`src/hdl/pgn_pkg.sv`:
```
`default_nettype none
// ----------------------------------------------------------------------------
// pgn_pkg
// Shared types, function codes and parameter defaults of the gradient noise
// block.
// ----------------------------------------------------------------------------
package pgn_pkg;

    localparam int TABLE_SIZE_DEF      = 256;
    localparam int MAX_OCTAVES_DEF     = 8;
    localparam int COORD_FRAC_BITS_DEF = 16;

    localparam logic [1:0] FUNC_LOAD_GRAD = 2'd0;
    localparam logic [1:0] FUNC_LOAD_PERM = 2'd1;
    localparam logic [1:0] FUNC_NOISE     = 2'd2;
    localparam logic [1:0] FUNC_TURB      = 2'd3;

    typedef struct packed {
        logic [1:0]         func;
        logic [7:0]         index;
        logic signed [15:0] grad_x;
        logic signed [15:0] grad_y;
        logic signed [15:0] grad_z;
        logic [7:0]         perm_x;
        logic [7:0]         perm_y;
        logic [7:0]         perm_z;
        logic [31:0]        point_x;
        logic [31:0]        point_y;
        logic [31:0]        point_z;
        logic [3:0]         octaves;
    } pgn_cmd_t;

endpackage
`default_nettype wire

```
`src/hdl/pgn_front.sv`:
```
`default_nettype none
// ----------------------------------------------------------------------------
// pgn_front
// Accepts input beats, resolves the octave count of evaluate commands and
// holds them in a two-entry queue for the evaluation engine.
// ----------------------------------------------------------------------------
module pgn_front #(
    parameter int MAX_OCTAVES = pgn_pkg::MAX_OCTAVES_DEF
) (
    input  wire logic             aclk,
    input  wire logic             aresetn,
    input  wire logic             s_valid,
    output logic                  s_ready,
    input  wire pgn_pkg::pgn_cmd_t s_cmd,
    output logic                  q_valid,
    output pgn_pkg::pgn_cmd_t     q_cmd,
    input  wire logic             q_pop
);

    pgn_pkg::pgn_cmd_t entry_reg [2];
    pgn_pkg::pgn_cmd_t cls_cmd;
    logic [1:0] cnt_reg, cnt_next;
    logic       wr_ptr_reg, rd_ptr_reg;
    logic       push;

    always_comb begin
        cls_cmd = s_cmd;
        if (s_cmd.func == pgn_pkg::FUNC_NOISE) begin
            cls_cmd.octaves = 4'd1;
        end else if (s_cmd.octaves > 4'(MAX_OCTAVES)) begin
            cls_cmd.octaves = 4'(MAX_OCTAVES);
        end
    end

    assign s_ready = (cnt_reg != 2'd2);
    assign push    = s_valid && s_ready;
    assign q_valid = (cnt_reg != 2'd0);
    assign q_cmd   = entry_reg[rd_ptr_reg];

    always_comb begin
        cnt_next = cnt_reg;
        if (push && !q_pop) begin
            cnt_next = cnt_reg + 2'd1;
        end else if (!push && q_pop) begin
            cnt_next = cnt_reg - 2'd1;
        end
    end

    always_ff @(posedge aclk) begin
        if (!aresetn) begin
            cnt_reg    <= 2'd0;
            wr_ptr_reg <= 1'b0;
            rd_ptr_reg <= 1'b0;
        end else begin
            cnt_reg <= cnt_next;
            if (push) begin
                wr_ptr_reg <= !wr_ptr_reg;
            end
            if (q_pop) begin
                rd_ptr_reg <= !rd_ptr_reg;
            end
        end
    end

    always_ff @(posedge aclk) begin
        if (push) begin
            entry_reg[wr_ptr_reg] <= cls_cmd;
        end
    end

endmodule
`default_nettype wire

```
`config.mk`:
```
export PLATFORM = sky130hd
export DESIGN_NAME = pgn_front
export DESIGN_NICKNAME = d
export VERILOG_FILES = /design/src/hdl/pgn_pkg.sv /design/src/hdl/pgn_front.sv
export SDC_FILE = /design/constraint.sdc
export NUM_CORES = 1
export LEC_CHECK = 0
export ABC_AREA = 0
export ABC_CLOCK_PERIOD_IN_PS = 9600
export BUFFER_PORTS_ARGS = -buffer_cell sky130_fd_sc_hd__clkbuf_2
export CAP_MARGIN = 15
export CORE_MARGIN = 5
export CORE_UTILIZATION = 48
export CTS_CLUSTER_SIZE = 24
export DETAILED_ROUTE_END_ITERATION = 8
export PLACE_DENSITY = 0.74
export SYNTH_ARGS = -nofsm -noshare
export SYNTH_HDL_FRONTEND = slang
export SYNTH_SLANG_ARGS = --single-unit
```
`constraint.sdc`:
```
create_clock -name aclk -period 9.6 [get_ports aclk]
set_input_delay 1.44 -clock aclk [delete_from_list [all_inputs] [get_ports aclk]]
set_output_delay 1.44 -clock aclk [all_outputs]
set_load 0.01 [all_outputs]
```
==> summary.txt <==
Status
  • Status: finished clean

Power
  • Sequential power share: 0.530
  • Int Pwr: 2.90 mW
  • Peak supply drop: 0.000166 V
  • Lkg Pwr: 6.28 nW
  • Combinational share of power: 0.134
  • Sw Share: 0.229
  • Clock power share: 0.336
  • Power Dens Cells: 226 nW/µm²
  • P_sw: 862 µW

Placement
  • Placed cell count: 1329
  • GP Congestion: 0.762
  • Area after DPL: 15600 µm²
  • Dpl hpwl: 17.8 mm
  • Port bufs: 369

Route
  • Vias: 6857
  • Detailed Route WL: 26.6 mm
  • Detailed Route Iter0 Violations: 408
  • Drt via density: 4.93
  • Number of remaining DRC errors: 0
  • Pre-antenna DRT Iters: 4
  • Post-route ant nets: 0
  • DR WL/cell: 19.1 µm

Global routing
  • GRT Util Overall: 0.163
  • Layer with the highest usage: met2
  • First-pass GRT wire length: 39.6 mm
  • Vias in the first global route: 7539
  • Global routing usage on met2: 0.290
  • GR Util met1: 0.174
  • Largest net degree at the start of global routing: 111
  • GRT met3 Usage: 0.0724
  • Initial antenna violation count: 2
  • Grt ovf: 0

Clock tree
  • Clk buf depth: 3
  • Hold buffers post-CTS: 0
  • CTS Root Buffer Type: clkbuf_16
  • CTS resizes: 0
  • CTS H-tree depth: 2
  • Clock latency at the later pin of the worst-skew pair: 0.49 ns
  • Clk slew on worst S/H paths: 0.06 ns
  • Total CTS buffers: 37
  • Postcts setup bufs: 0
  • Clock sinks: 369
  • CTS tree: yes

Critical path
  • CP required: 8.16 ns
  • Critical path's largest stage delay: 0.80 ns
  • Sum of buffers and inverters on the critical path: 2
  • Worst path slowest cell: buf_4
  • CP Launch Type: register
  • CP cell instances: buf_4, mux2_2, clkbuf_2
  • Path type of the worst setup path: register to primary output
  • CP arrival: 2.65 ns
  • Crit end category: primary output
  • Delay-heaviest family, CP: buffers and inverters
  • Crit path max fanout: 72

Die
  • Die Ht: 178 µm
  • Initial core utilization: 0.485
  • Die ar.: 31500 µm²
  • # rows: 61
  • I/O pins: 370
  • Core area: 27800 µm²
  • Die X: 178 µm

Synth
  • Yosys warnings: 0
  • Post-synthesis cell area: 13500 µm²
  • Flops & latches, synth: 369
  • Share of the synthesized area in the top cell type: 0.810
  • Ys async rst share: 0
  • Synth cell types: 20
  • Register area share after synthesis: 0.818
  • Synth area leader: edfxtp_1
  • Synth top area cells: edfxtp_1 (81%), mux2_2 (15%), buf_6 (1.7%)
  • Post-synth top cells: edfxtp_1 (364), mux2_2 (182), buf_6 (20)
  • Synthesized instance count: 597
  • Synth Area per Inst: 22.6 µm²
  • Post-synthesis net count: 784
  • Number of synthesized flops with an enable pin: 364
  • Most used flip-flop cell after synthesis: edfxtp_1
  • Top-count cell post-synth: edfxtp_1

Job
  • Max-Cap Viols: 0

Layout
  • Fin cells: 1392
  • NumNets Final: 1177
  • Max reg flops: 364
  • Share of layout cells above drive strength 1: 0.595
  • Fillers: 2108
  • Synth-to-Final Area Change: 23.7%
  • Design area: 16700 µm²

Timing
  • Worst Tran Pin Value: 1.06 ns
  • Normalized max-slew margin: 0.293
  • Tcrit/Tclk final: 0.426
  • RSZ-0062 raised after global routing: false
  • Fmax: 0.244 GHz
  • Final TNS setup: 0 ns
  • Min Tclk post-route: 4.09 ns
  • Final clock skew: 0.0102 ns
  • Max Slew Vio Count: 0
  • Endpoints failing setup: 0
  • Fin. Hold Viols: 0

Hold path
  • Worst hold path type: register to register
[routing by layer]
metal,part of all wire,wire length (µm)
met4,0.021,563
met1,0.35,9320
met5,0.0010,27
met3,0.12,3130
met2,0.51,13500
[kinds of logic after synthesis]
kind of cell	count (synthesis)	synth area share
mux	182	0.152
flops	369	0.818
compound gates	5	0.00260
fa+ha+maj	1	0.000928
buf+inv	23	0.0175
simple gates	14	0.00714
xor+xnor	3	0.00195
[cell type report]
type                       count  area [µm²]  share of cell area
multi-input combinational    205        2220               0.133
antenna                        1        2.50            0.000150
tap                          378         473              0.0283
sequential                   369       11000               0.661
clock inverter                17        93.8             0.00562
clock buffer                  45         956              0.0573
timing repair buffer         374        1880               0.113
inverter                       3        16.3            0.000975
[worst register-to-register path: stages, from the launching register on]
cell and delay (ns):
dfxtp_1 0.40, nand2b_4 0.19, nand3b_1 0.18, inv_6 0.76, buf_4 0.99
[cell usage in the layout (no fill, tap or decap)]
master / synthesis / routed
xnor2_1: 1 / 1
a21bo_2: 1 / 1
a21boi_1: 1 / 1
and3_4: 0 / 1
a21boi_0: 1 / 1
edfxtp_1: 364 / 364
nand3b_1: 1 / 1
o21ai_0: 2 / 2
clkbuf_16: 0 / 37
or3_1: 1 / 1
inv_6: 0 / 1
bufinv_16: 0 / 1
or2_2: 1 / 1
dfxtp_4: 0 / 1
and2_1: 7 / 7
clkbuf_1: 0 / 8
ha_1: 1 / 1
diode_2: 0 / 1
dfxtp_1: 5 / 4
nand2b_4: 1 / 1
nand2b_1: 1 / 1
nor2b_1: 1 / 1
xor2_1: 2 / 2
clkinv_1: 0 / 13
inv_1: 3 / 2
clkinv_2: 0 / 3
mux2_2: 182 / 182
clkbuf_2: 0 / 369
buf_4: 0 / 5
[final timing paths]
path	start	endpoint	slack [ns]	cells after the start
max	register	q_cmd[136]	5.51	3
max reg2reg	cnt_reg[0]	entry_reg[0][29]	6.63	4
min reg2reg	cnt_reg[1]	cnt_reg[1]	0.54	2
min	cnt_reg[1]	cnt_reg[1]	0.54	2
[power groups by stage]
| stage | Clock (mW) | Combinational [mW] | Sequential, mW |
|---|---|---|---|
| finish | 1.26 | 0.505 | 2.00 |
| global route | 1.38 | 0.548 | 2.01 |
| CTS | 1.30 | 0.519 | 2.00 |
| detailed placement | 0 | 0.515 | 2.03 |
| global placement | 0 | 0.510 | 2.02 |
| floorplan | 0 | 0.307 | 2.04 |
[per-stage QoR]
step | setup slack (ns) | utilization | total power, mW | hold WS [ns]
5_1_grt | 5.35 | 0.600 | 3.94 | 0.606
2_1_floorplan | 3.38 | - | 2.35 | 0.500
4_1_cts | 5.42 | 0.600 | 3.82 | 0.540
6_report | 5.51 | 0.601 | 3.77 | 0.536
3_5_place_dp | 5.65 | 0.563 | 2.55 | 0.532
3_3_place_gp | 5.69 | 0.563 | 2.53 | 0.515
No activity file was read; power rests on OpenSTA's default activity.
